===== config.mk =====
export PLATFORM = sky130hd
export DESIGN_NAME = utf8_to_utf16_transcoder_flat
export DESIGN_NICKNAME = d
export VERILOG_FILES = /design/src/sv/utt_pkg.sv /design/src/sv/utt_if.sv /design/src/sv/utf8_to_utf16_transcoder.sv /design/src/sv/utt_front.sv /design/src/sv/utt_queue.sv /design/src/sv/utt_back.sv /design/src/flat_wrapper.sv
export SDC_FILE = /design/constraint.sdc
export NUM_CORES = 1
export LEC_CHECK = 0
export BUFFER_PORTS_ARGS = -buffer_cell sky130_fd_sc_hd__clkbuf_2
export CORE_ASPECT_RATIO = 1.25
export CORE_MARGIN = 2
export CORE_UTILIZATION = 68
export DETAILED_ROUTE_END_ITERATION = 8
export PLACE_DENSITY = 0.87
export SYNTH_ARGS = -nofsm -noshare
export SYNTH_HDL_FRONTEND = slang
export SYNTH_SLANG_ARGS = --single-unit

===== constraint.sdc =====
create_clock -name clk_i -period 9.7 [get_ports clk_i]
set_input_delay 0.485 -clock clk_i [delete_from_list [all_inputs] [get_ports clk_i]]
set_output_delay 0.485 -clock clk_i [all_outputs]
set_load 0.02 [all_outputs]

===== src/sv/utt_pkg.sv =====
// types, constants and byte classification shared by the transcoder modules
package utt_pkg;

  localparam logic [15:0] ReplUnit   = 16'hFFFD;
  localparam logic [20:0] ScalarMax  = 21'h10FFFF;
  localparam logic [20:0] SuppBase   = 21'h010000;
  localparam logic [15:0] HiSurrBase = 16'hD800;
  localparam logic [15:0] LoSurrBase = 16'hDC00;
  localparam logic [15:0] SurrFirst  = 16'hD800;
  localparam logic [15:0] SurrLast   = 16'hDFFF;
  localparam logic [15:0] Min3Byte   = 16'h0800;
  localparam logic [10:0] Min2Byte   = 11'h080;

  // one classified byte as held by the decoder
  typedef struct packed {
    logic [7:0] data;
    logic [2:0] need;   // sequence length of a lead, 0 for an invalid lead
    logic       cont;   // byte has the form 10xxxxxx
  } utt_byte_t;

  // one queue entry between front and back
  typedef struct packed {
    utt_byte_t  b;
    logic       last;
  } utt_entry_t;

  // sequence length announced by a lead byte
  function automatic logic [2:0] lead_need(input logic [7:0] b);
    logic [2:0] n;
    n = 3'd0;
    if (b[7] == 1'b0) begin
      n = 3'd1;
    end else if (b[7:5] == 3'b110) begin
      n = 3'd2;
    end else if (b[7:4] == 4'b1110) begin
      n = 3'd3;
    end else if (b[7:3] == 5'b11110) begin
      n = 3'd4;
    end
    return n;
  endfunction

endpackage


===== src/sv/utt_if.sv =====
// stream channels for incoming bytes and outgoing utf-16 units
interface utt_in_if;
  logic       valid;
  logic       ready;
  logic [7:0] in_byte;
  logic       in_last;
  modport source (output valid, in_byte, in_last, input ready);
  modport sink   (input valid, in_byte, in_last, output ready);
endinterface

interface utt_out_if;
  logic        valid;
  logic        ready;
  logic [15:0] out_unit;
  logic        out_last;
  modport source (output valid, out_unit, out_last, input ready);
  modport sink   (input valid, out_unit, out_last, output ready);
endinterface


===== src/sv/utf8_to_utf16_transcoder.sv =====
// top level of the utf-8 to utf-16 transcoder
//
//   channel   dir   payload                  handshake
//   byte_i    in    in_byte[7:0], in_last    valid / ready
//   unit_o    out   out_unit[15:0], out_last valid / ready
//
// one byte per cycle is taken while the queue has room; the decoder takes at
// most one byte per cycle from the queue and retires at most one sequence,
// and waits while the output is stalled or a low surrogate is pending. each
// extra unit (low surrogate, replacement for a dropped lead) delays the next byte taken from the queue.
// reset is asynchronous active low and empties the queue and held bytes.
// either side may stall at any time: the queue and output register absorb it.
module utf8_to_utf16_transcoder
  import utt_pkg::*;
#(
  parameter int QueueDepth = 4
) (
  input  logic       clk_i,
  input  logic       rst_ni,
  utt_in_if.sink     byte_i,
  utt_out_if.source  unit_o
);

  logic       push, full, pop, head_valid;
  utt_entry_t push_entry, head;

  // byte intake and classification
  utt_front u_front (
    .byte_i  (byte_i),
    .full_i  (full),
    .push_o  (push),
    .entry_o (push_entry)
  );

  // decoupling queue
  utt_queue #(
    .Depth (QueueDepth)
  ) u_queue (
    .clk_i        (clk_i),
    .rst_ni       (rst_ni),
    .push_i       (push),
    .push_entry_i (push_entry),
    .full_o       (full),
    .pop_i        (pop),
    .head_valid_o (head_valid),
    .head_o       (head)
  );

  // sequence decoder and unit output
  utt_back u_back (
    .clk_i        (clk_i),
    .rst_ni       (rst_ni),
    .head_valid_i (head_valid),
    .head_i       (head),
    .pop_o        (pop),
    .unit_o       (unit_o)
  );

endmodule


===== src/sv/utt_front.sv =====
// front end: accepts bytes and classifies them into queue entries
module utt_front
  import utt_pkg::*;
(
  utt_in_if.sink     byte_i,
  input  logic       full_i,
  output logic       push_o,
  output utt_entry_t entry_o
);

  // accept whenever the queue has room
  assign byte_i.ready = !full_i;
  assign push_o       = byte_i.valid && !full_i;

  // classify the byte as lead and as continuation
  always_comb begin
    entry_o.b.data = byte_i.in_byte;
    entry_o.b.need = lead_need(byte_i.in_byte);
    entry_o.b.cont = (byte_i.in_byte[7:6] == 2'b10);
    entry_o.last   = byte_i.in_last;
  end

endmodule


===== src/sv/utt_queue.sv =====
// small fifo of classified bytes between front and back
module utt_queue
  import utt_pkg::*;
#(
  parameter int Depth = 4
) (
  input  logic       clk_i,
  input  logic       rst_ni,
  input  logic       push_i,
  input  utt_entry_t push_entry_i,
  output logic       full_o,
  input  logic       pop_i,
  output logic       head_valid_o,
  output utt_entry_t head_o
);

  localparam int PtrW = $clog2(Depth);
  localparam int CntW = $clog2(Depth + 1);

  utt_entry_t            mem_q [Depth];
  logic [PtrW-1:0]       wr_ptr_q, wr_ptr_d;
  logic [PtrW-1:0]       rd_ptr_q, rd_ptr_d;
  logic [CntW-1:0]       count_q, count_d;
  logic                  do_push, do_pop;

  assign full_o       = (count_q == CntW'(Depth));
  assign head_valid_o = (count_q != '0);
  assign head_o       = mem_q[rd_ptr_q];
  assign do_push      = push_i && !full_o;
  assign do_pop       = pop_i && head_valid_o;

  // pointer and fill count update
  always_comb begin
    wr_ptr_d = wr_ptr_q;
    rd_ptr_d = rd_ptr_q;
    count_d  = count_q;
    if (do_push) begin
      wr_ptr_d = (wr_ptr_q == PtrW'(Depth - 1)) ? '0 : wr_ptr_q + 1'b1;
    end
    if (do_pop) begin
      rd_ptr_d = (rd_ptr_q == PtrW'(Depth - 1)) ? '0 : rd_ptr_q + 1'b1;
    end
    if (do_push && !do_pop) begin
      count_d = count_q + 1'b1;
    end else if (do_pop && !do_push) begin
      count_d = count_q - 1'b1;
    end
  end

  always_ff @(posedge clk_i or negedge rst_ni) begin
    if (!rst_ni) begin
      wr_ptr_q <= '0;
      rd_ptr_q <= '0;
      count_q  <= '0;
    end else begin
      wr_ptr_q <= wr_ptr_d;
      rd_ptr_q <= rd_ptr_d;
      count_q  <= count_d;
    end
  end

  // entry storage
  always_ff @(posedge clk_i) begin
    if (do_push) begin
      mem_q[wr_ptr_q] <= push_entry_i;
    end
  end

endmodule


===== src/sv/utt_back.sv =====
// back end: decodes held bytes one sequence at a time and emits utf-16 units
module utt_back
  import utt_pkg::*;
(
  input  logic        clk_i,
  input  logic        rst_ni,
  input  logic        head_valid_i,
  input  utt_entry_t  head_i,
  output logic        pop_o,
  utt_out_if.source   unit_o
);

  utt_byte_t   buf_q [4];
  utt_byte_t   vbuf  [4];
  utt_byte_t   nbuf  [4];
  logic [2:0]  cnt_q, vlen, cnt_next, consume;
  logic        last_q, vlast;
  logic        active_q;
  logic        have_work, fire, hold, emit, out_free;
  logic [20:0] cp;
  logic [19:0] sv;
  logic [10:0] v2;
  logic [15:0] v3;
  logic [20:0] v4;
  logic [2:0]  need0;
  logic        out_valid_q, out_last_q;
  logic [15:0] out_unit_q;
  logic        lo_pend_q, lo_last_q;
  logic [15:0] lo_unit_q;

  // working view: held bytes plus the queue head when a new byte is taken
  always_comb begin
    for (int i = 0; i < 4; i++) begin
      vbuf[i] = buf_q[i];
    end
    vlen  = cnt_q;
    vlast = last_q;
    if (!active_q) begin
      vbuf[cnt_q[1:0]] = head_i.b;
      vlen             = cnt_q + 3'd1;
      vlast            = head_i.last;
    end
  end

  assign have_work = active_q || head_valid_i;
  assign out_free  = !out_valid_q || unit_o.ready;
  assign fire      = have_work && !lo_pend_q && out_free;
  assign pop_o     = fire && !active_q;
  assign emit      = fire && !hold;

  // candidate scalars of each length
  assign v2    = {vbuf[0].data[4:0], vbuf[1].data[5:0]};
  assign v3    = {vbuf[0].data[3:0], vbuf[1].data[5:0], vbuf[2].data[5:0]};
  assign v4    = {vbuf[0].data[2:0], vbuf[1].data[5:0], vbuf[2].data[5:0],
                  vbuf[3].data[5:0]};
  assign need0 = vbuf[0].need;

  // decode one sequence at the front of the working view
  always_comb begin
    hold    = 1'b0;
    consume = 3'd1;
    cp      = {5'd0, ReplUnit};
    if (need0 == 3'd1) begin
      cp = {13'd0, vbuf[0].data};
    end else if (need0 != 3'd0) begin
      if (need0 > vlen) begin
        // incomplete sequence: wait for more, or drop all at end of stream
        if (!vlast) begin
          hold = 1'b1;
        end else begin
          consume = vlen;
        end
      end else begin
        case (need0)
          3'd2: begin
            if (vbuf[1].cont) begin
              consume = 3'd2;
              if (v2 >= Min2Byte) begin
                cp = {10'd0, v2};
              end
            end
          end
          3'd3: begin
            if (vbuf[1].cont && vbuf[2].cont) begin
              consume = 3'd3;
              if (v3 >= Min3Byte && !(v3 >= SurrFirst && v3 <= SurrLast)) begin
                cp = {5'd0, v3};
              end
            end
          end
          3'd4: begin
            if (vbuf[1].cont && vbuf[2].cont && vbuf[3].cont) begin
              consume = 3'd4;
              if (v4 >= SuppBase && v4 <= ScalarMax) begin
                cp = v4;
              end
            end
          end
          default: begin
            consume = 3'd1;
          end
        endcase
      end
    end
  end

  // remaining bytes after this sequence
  always_comb begin
    logic [2:0] sidx;
    cnt_next = vlen - consume;
    for (int i = 0; i < 4; i++) begin
      sidx    = 3'(i) + consume;
      nbuf[i] = vbuf[i];
      if (sidx < 3'd4) begin
        nbuf[i] = vbuf[sidx[1:0]];
      end
    end
  end

  assign sv = 20'(cp - SuppBase);

  // decoder control
  always_ff @(posedge clk_i or negedge rst_ni) begin
    if (!rst_ni) begin
      active_q <= 1'b0;
      cnt_q    <= '0;
      last_q   <= 1'b0;
    end else if (fire) begin
      last_q <= vlast;
      if (hold) begin
        cnt_q    <= vlen;
        active_q <= 1'b0;
      end else begin
        cnt_q    <= cnt_next;
        active_q <= (cnt_next != 3'd0);
      end
    end
  end

  // held byte storage
  always_ff @(posedge clk_i) begin
    if (fire) begin
      for (int i = 0; i < 4; i++) begin
        buf_q[i] <= hold ? vbuf[i] : nbuf[i];
      end
    end
  end

  // output register and pending low surrogate
  always_ff @(posedge clk_i or negedge rst_ni) begin
    if (!rst_ni) begin
      out_valid_q <= 1'b0;
      lo_pend_q   <= 1'b0;
    end else begin
      if (lo_pend_q && out_free) begin
        out_valid_q <= 1'b1;
        lo_pend_q   <= 1'b0;
      end else if (emit) begin
        out_valid_q <= 1'b1;
        lo_pend_q   <= (cp >= SuppBase);
      end else if (unit_o.ready) begin
        out_valid_q <= 1'b0;
      end
    end
  end

  // output payload
  always_ff @(posedge clk_i) begin
    if (lo_pend_q && out_free) begin
      out_unit_q <= lo_unit_q;
      out_last_q <= lo_last_q;
    end else if (emit) begin
      if (cp >= SuppBase) begin
        out_unit_q <= HiSurrBase + {6'd0, sv[19:10]};
        out_last_q <= 1'b0;
        lo_unit_q  <= LoSurrBase + {6'd0, sv[9:0]};
        lo_last_q  <= vlast && (cnt_next == 3'd0);
      end else begin
        out_unit_q <= cp[15:0];
        out_last_q <= vlast && (cnt_next == 3'd0);
      end
    end
  end

  assign unit_o.valid    = out_valid_q;
  assign unit_o.out_unit = out_unit_q;
  assign unit_o.out_last = out_last_q;

endmodule

===== src/flat_wrapper.sv =====
// flat-port wrapper written by rule: the top's interface ports become plain ports
module utf8_to_utf16_transcoder_flat import utt_pkg::*;
#(
  parameter int QueueDepth = 4
)
  (clk_i, rst_ni, byte_i_valid, byte_i_in_byte, byte_i_in_last, byte_i_ready, unit_o_valid, unit_o_out_unit, unit_o_out_last, unit_o_ready);
  utt_in_if byte_i_i ();
  utt_out_if unit_o_i ();
  input  logic clk_i;
  input  logic rst_ni;
  input wire logic [$bits(byte_i_i.valid)-1:0] byte_i_valid;
  input wire logic [$bits(byte_i_i.in_byte)-1:0] byte_i_in_byte;
  input wire logic [$bits(byte_i_i.in_last)-1:0] byte_i_in_last;
  output wire logic [$bits(byte_i_i.ready)-1:0] byte_i_ready;
  output wire logic [$bits(unit_o_i.valid)-1:0] unit_o_valid;
  output wire logic [$bits(unit_o_i.out_unit)-1:0] unit_o_out_unit;
  output wire logic [$bits(unit_o_i.out_last)-1:0] unit_o_out_last;
  input wire logic [$bits(unit_o_i.ready)-1:0] unit_o_ready;
  assign byte_i_i.valid = byte_i_valid;
  assign byte_i_i.in_byte = byte_i_in_byte;
  assign byte_i_i.in_last = byte_i_in_last;
  assign byte_i_ready = byte_i_i.ready;
  assign unit_o_valid = unit_o_i.valid;
  assign unit_o_out_unit = unit_o_i.out_unit;
  assign unit_o_out_last = unit_o_i.out_last;
  assign unit_o_i.ready = unit_o_ready;
  utf8_to_utf16_transcoder #(.QueueDepth(QueueDepth)) u_core (.clk_i(clk_i), .rst_ni(rst_ni), .byte_i(byte_i_i), .unit_o(unit_o_i));
endmodule

After elaboration in Yosys (flattened, before gate mapping) --
Memories as Yosys holds them, arrays and structs flattened. Cells that the tools add are included.
Cells by class: $add $sub $neg 12, magnitude comparators 18, equal/unequal tests 11, multiplexer cells 73, bitwise logic cells 6, reductions and logical operators 35
Operators with widths (number):
- $mux 12 | 17
- $mux 16 | 7
- $mux 21 | 5
- $bmux 12 s2 | 4
- $pmux 21 s3 | 1
- $bwmux 48 | 1
- $mux 48 | 1
- $ge 21x17->1 const B | 2
- $mux 3 | 13
- $add 15x11->16 const A | 2
- $demux 12 s2 | 1
- $le 21x21->1 const B | 1
- $sub 20x17->20 const B | 1
- $mux 1 | 18
- $logic_and 1x1->1 | 17
- $ge 16x12->1 const B | 1
- $ge 16x16->1 const B | 1
- $le 16x16->1 const B | 1
- $ge 3x3->1 const B | 5
- $not 2->3 | 5
- $lt 3x3->1 const B | 4
- $reduce_bool 3->1 | 4
- $ge 11x8->1 const B | 1
- $eq 3x3->1 const B | 3
- other kinds (21) | 39
Storage, ports and cells: flip-flop bits (word level) 48, memory bits (writable) 100, word-level logic and storage cells 169, memories 2
Memory list:
- u_core.u_queue.mem_q | depth 4, width 13, read ports 1, clocked after Yosys merged registers in 0, write ports 1, line utt_queue.sv:20 | utt_entry_t mem_q [Depth];
- u_core.u_back.buf_q | depth 4, width 12, read ports 4, clocked after Yosys merged registers in 0, write ports 4, line utt_back.sv:13 | utt_byte_t buf_q [4];

Logic depth before layout (Yosys ltp) --
depth after elaboration 22, mapped depth 24, gate-level depth less buffers 20

By module --
A second synthesis with hierarchy kept.
Unflattened totals: cells, all modules 805, area total of the unflattened synthesis 8989.9 µm²
By module, submodules not included:
- utt_back | times used 1, cells each 682, area an instance 6507.5 µm²
- utt_queue | times used 1, cells each 105, area an instance 2363.5 µm²
- utt_front | times used 1, cells each 18, area an instance 118.9 µm²

Worst setup path after synthesis --
Ideal clock, no wire load.
path type register to register, start point register u_core.u_back.cnt_q[0], end point register u_core.u_back.out_last_q (netlist: u_core.u_back.unit_o.out_last) (data pin), library setup time 0.257 ns, arrival 5.196 ns, data required time 9.443 ns, slack 4.247 ns, stages on the path, launching flop included 22, cell sequence dfrtp_1 > inv_1 > ha_1 > nor2b_1 > buf_4 > mux2_2 > inv_2 > clkbuf_1 > ha_1 > a32oi_1 > o22ai_1 > nand2_1 > buf_2 > buf_1 > ha_1 > inv_1 > fa_1 > or3_1 > nand3_1 > nor2b_1 > nor4b_1 > a32o_1
Between the ends: longest elaborated chain between the ends 21, elaborated cells between the ends (all ways) 53, those cells by class 2 x add/sub; 10 x order compare; 4 x eq/ne; 26 x mux; 1 x bitwise; 10 x reduce/logical
RTL lines:
- start, declared | line utt_back.sv:16 | logic [2:0] cnt_q, vlen, cnt_next, consume;
- start signal, assigned | line utt_back.sv:131 | cnt_q <= vlen;
- start signal, assigned | line utt_back.sv:134 | cnt_q <= cnt_next;
- $not 2->3 (not written as such) | line utt_back.sv:39 | vbuf[cnt_q[1:0]] = head_i.b;
- $ge 3x3->1 (not written as such) or $lt 3x1->1 (tied branches) | line utt_back.sv:39
- $logic_and 1x1->1 (not written as such) | line utt_back.sv:39
- $mux 12 (not written as such) | line utt_back.sv:39
- $demux 12 s2 | line utt_back.sv:39
- $bwmux 48 | line utt_back.sv:39
- $mux 48 | line utt_back.sv:38 | if (!active_q) begin
- $ge 16x16->1 or $le 16x16->1 (tied branches) | line utt_back.sv:86 | if (v3 >= Min3Byte && !(v3 >= SurrFirst && v3 <= SurrLast)) begin
- (+5 left out)
- $pmux 21 s3 | line utt_back.sv:74 | case (need0)
- $mux 21 | line utt_back.sv:66 | if (need0 > vlen) begin
- $mux 21 | line utt_back.sv:65 | end else if (need0 != 3'd0) begin
- $mux 21 | line utt_back.sv:63 | if (need0 == 3'd1) begin
- $ge 21x17->1 | line utt_back.sv:173 | if (cp >= SuppBase) begin
- $mux 1 (*) | line utt_back.sv:173
- $mux 1 (*) | line utt_back.sv:172 | end else if (emit) begin
- $mux 1 (*) | line utt_back.sv:169 | if (lo_pend_q && out_free) begin
- end signal, assigned | line utt_back.sv:171 | out_last_q <= lo_last_q;
- end signal, assigned | line utt_back.sv:180 | out_last_q <= vlast && (cnt_next == 3'd0);
- end, declared | line utt_back.sv:26 | logic out_valid_q, out_last_q;
Mark *: on every way between the ends. The rest lies on a longest branch, timed or not. The select of a mux whose other input is x is not followed. A chain may end at the register's enable or synchronous reset.

Worst setup path in the final report --
Ends and elaborated chain as after synthesis.

==> flow_summary.toml <==
[critical_path]
worstRegToRegCells = 20
cp.arrival_ns = 7.09
r2r-end = "u_core.u_back.unit_o.out_last"
cp_cell_sequence = "inv_1, ha_1, nor2b_2, mux2_2, inv_2, ha_1, nor2b_1, o21ai_0, a32oi_1, o22ai_1, nand2_2, buf_4, ha_1, inv_1, fa_1, or3_1, a21oi_1, nor2b_1, nor4b_1, a32o_1"
critPathMaxStageDelay_ns = 0.87
worstSetupPathType = "flop to flop"
cpMaxStageDelayCell = "nor2b_2"
crit_path_end_kind = "flop"
cp_common_cell = "ha_1"
crit_fanout = 54
startpoint_type = "flop"
crit_required_ns = 10.00
regToRegSetupSlack_ns = 2.91
endpoint = "u_core.u_back.unit_o.out_last"
r2r_start = "u_core.u_back.cnt_q[0]"
cp-startpoint = "u_core.u_back.cnt_q[0]"

[drt]
routedWlPerCell_microns = 27.07
drt_iter0_drc = 1037
viasPerCell = 7.499
vias = 7716
routed_wl_microns = 27850
drtAntennaViolNets = 0
first_pass_iters = 5
drc = 0

[synth]
synth-edff-count = 128
synthMostInstantiatedCell = "edfxtp_1"
synthArstFlopShare_pct = 9.859
synth_cell_types = 77
seq_area_frac_synth_pct = 45.53
avgSynthCellArea_sq_um = 11.22
ys.flop_type = "edfxtp_1"
yosysWarnings = 0
synth_top_cell_by_area = "edfxtp_1"
synth.top_cell.area_share_pct = 41.73
ys_ff_latch = 142
synth.area.top_cells = "edfxtp_1 42%, mux2i_1 9.8%, mux4_2 7.6%"
synth_common_cells = "128 x edfxtp_1, 90 x mux2i_1, 73 x nand2_1, 59 x nor2_1, 53 x a21oi_1"
synthCells = 821
synth_nets = 855
syn-cell-area_sq_mm = 0.009211

[cts]
htree_num_levels = 4
clockBufferDepth = 2
cts_resized = 0
cts_tree = "yes"
cts_made_buffers = 17
cts.sinks = 142
worstSkewPairLatency_ns = 0.45
clkTransAtPathRegs_ns = 0.07
cts_root_buf = "clkbuf_16"

[placement]
dp_slack_ns = 3.167
io_buffers = 31
routabilityCongestion = 1.044
dp_hpwl_microns = 18880
dp_cells = 996

[final_layout]
drive_gt1_share_pct = 17.02
num-fill-cells = 808
area_growth_pct = 9.889
finalNonFillerCells = 1029
multi_input_area_sq_mm = 0.004721
diodes = 0
seq_area_sq_mm = 0.004194
finalNetCount = 879

[floorplan]
die_w_microns = 108.1
ioPinCount = 32
die_h_microns = 134.1
core-area_sq_mm = 0.01323
die_area_sq_mm = 0.01450
start_util_pct = 69.62
num_rows = 47

[global_routing]
grt_use_total_pct = 40.25
grt_pass1_vias = 7701
overflow = 0
antenna_found_initial = 0
grt_max_degree = 55
grt_first_pass_wirelength_microns = 43010

[timing]
tightestPinTransition_ns = 1.322
setup_tns_ns = 0
timing.final.ws_setup_ns = 2.909
setup_violations = 0
layout_min_cycle_time_ns = 6.791
period_share_pct = 70.01
report.final.hold_viol_count = 0
fmax_mhz = 147.3
relSlewSlack_pct = 10.70
fin_skew_ns = 0.01648
slew_viol_final = 0
grt_setup_unrepaired = "false"

[status]
status = "finished clean"

[run]
cap_viol_max_count = 0

[min_path]
hp-class = "input pin to flop"
## kinds of logic (layout without fill, tap and decap cells)
logic type | count (synthesis) | count (layout) | synth area share (%)
xor gates and xnor gates | 10 | 10 | 0.9509
adders and majority gates | 21 | 21 | 3.016
muxes | 144 | 144 | 20.48
AOI/OAI and AO/OA | 202 | 202 | 14.53
and+or+nand+nor | 232 | 232 | 12.21
buffers and inverters | 70 | 107 | 3.273
DFF | 142 | 142 | 45.53
## layout make-up
cell class / instances / area share, %
Clock buffer: 17 / 4.203
Sequential cell: 142 / 41.43
Inverter: 23 / 0.8529
Clock inverter: 15 / 1.644
Multi-Input combinational cell: 609 / 46.64
Tap cell: 171 / 2.114
Timing Repair Buffer: 52 / 3.115
## worst min path at each step
| stage | start | endpoint | slack, ns | depth (start not counted) |
|---|---|---|---|---|
| 3_3_place_gp | rst_ni | u_core.u_back.cnt_q[0] | 0.40 | 1 |
| 2_1_floorplan | rst_ni | u_core.u_back.active_q | 0.19 | 0 |
| 6_report | byte_i_in_byte[1] | u_core.u_queue.mem_q[1][6] | 0.25 | 1 |
| 5_1_grt | byte_i_in_byte[1] | u_core.u_queue.mem_q[1][6] | 0.26 | 1 |
| 4_1_cts | byte_i_in_byte[1] | u_core.u_queue.mem_q[1][6] | 0.25 | 1 |
| 3_5_place_dp | rst_ni | u_core.u_back.cnt_q[0] | 0.41 | 1 |
## critical path, delay by kind of cell (launching register included)
kind	cells	cell delay, ns
buffers and inverters	4	1.06
and+or+nand+nor	6	2.04
DFF	1	0.45
adders and majority gates	4	1.13
AOI/OAI and AO/OA	5	1.37
muxes	1	0.55
## flip-flops by register name (all words and copies together) (netlist names), 2 cells and up
signal and flops:
u_core.u_back.buf_q 48, u_core.u_back.unit_o.out_unit 16, u_core.u_queue.mem_q 52, u_core.u_back.cnt_q 3
u_core.u_queue.count_q 3, u_core.u_back.lo_unit_q 10, u_core.u_queue.rd_ptr_q 2, u_core.u_queue.wr_ptr_q 2
## repair_timing
action / in CTS / in global routing
hold buffers: 1 / 0
setup buffers: 0 / 0
hold endpoints to repair: 14 / 0
## through the flow
step / utilization (%) / instance area, sq um / hold slack (ns)
after CTS: 76.50 / 10120 / 0.2530
after floorplan: - / 9211 / 0.1894
final: 76.50 / 10120 / 0.2542
after global placement: 71.95 / 9520 / 0.4030
after global routing: 76.50 / 10120 / 0.2637
after detailed placement: 71.95 / 9520 / 0.4118
## layer usage
layer,GRT usage (%),wire (microns)
met5,0,0
met4,28.77,2309
met2,63.84,13290
met3,8.406,2783
met1,48.70,9475
## placed cells by master (no fill, tap or decap), types with 17 or more instances in the layout
cell type    n
clkbuf_16   17
nand2_1     72
inv_1       18
nor2_1      59
buf_4       20
nor3_1      17
clkbuf_2    31
edfxtp_1   128
a211oi_1    17
mux2i_1     90
nand3_1     20
a21oi_1     53
o21ai_0     33
ha_1        19
o22ai_1     23
mux4_2      31
Power is not shown: default switching activity piles up to over one toggle a cycle in this logic, so the estimate is an artifact.
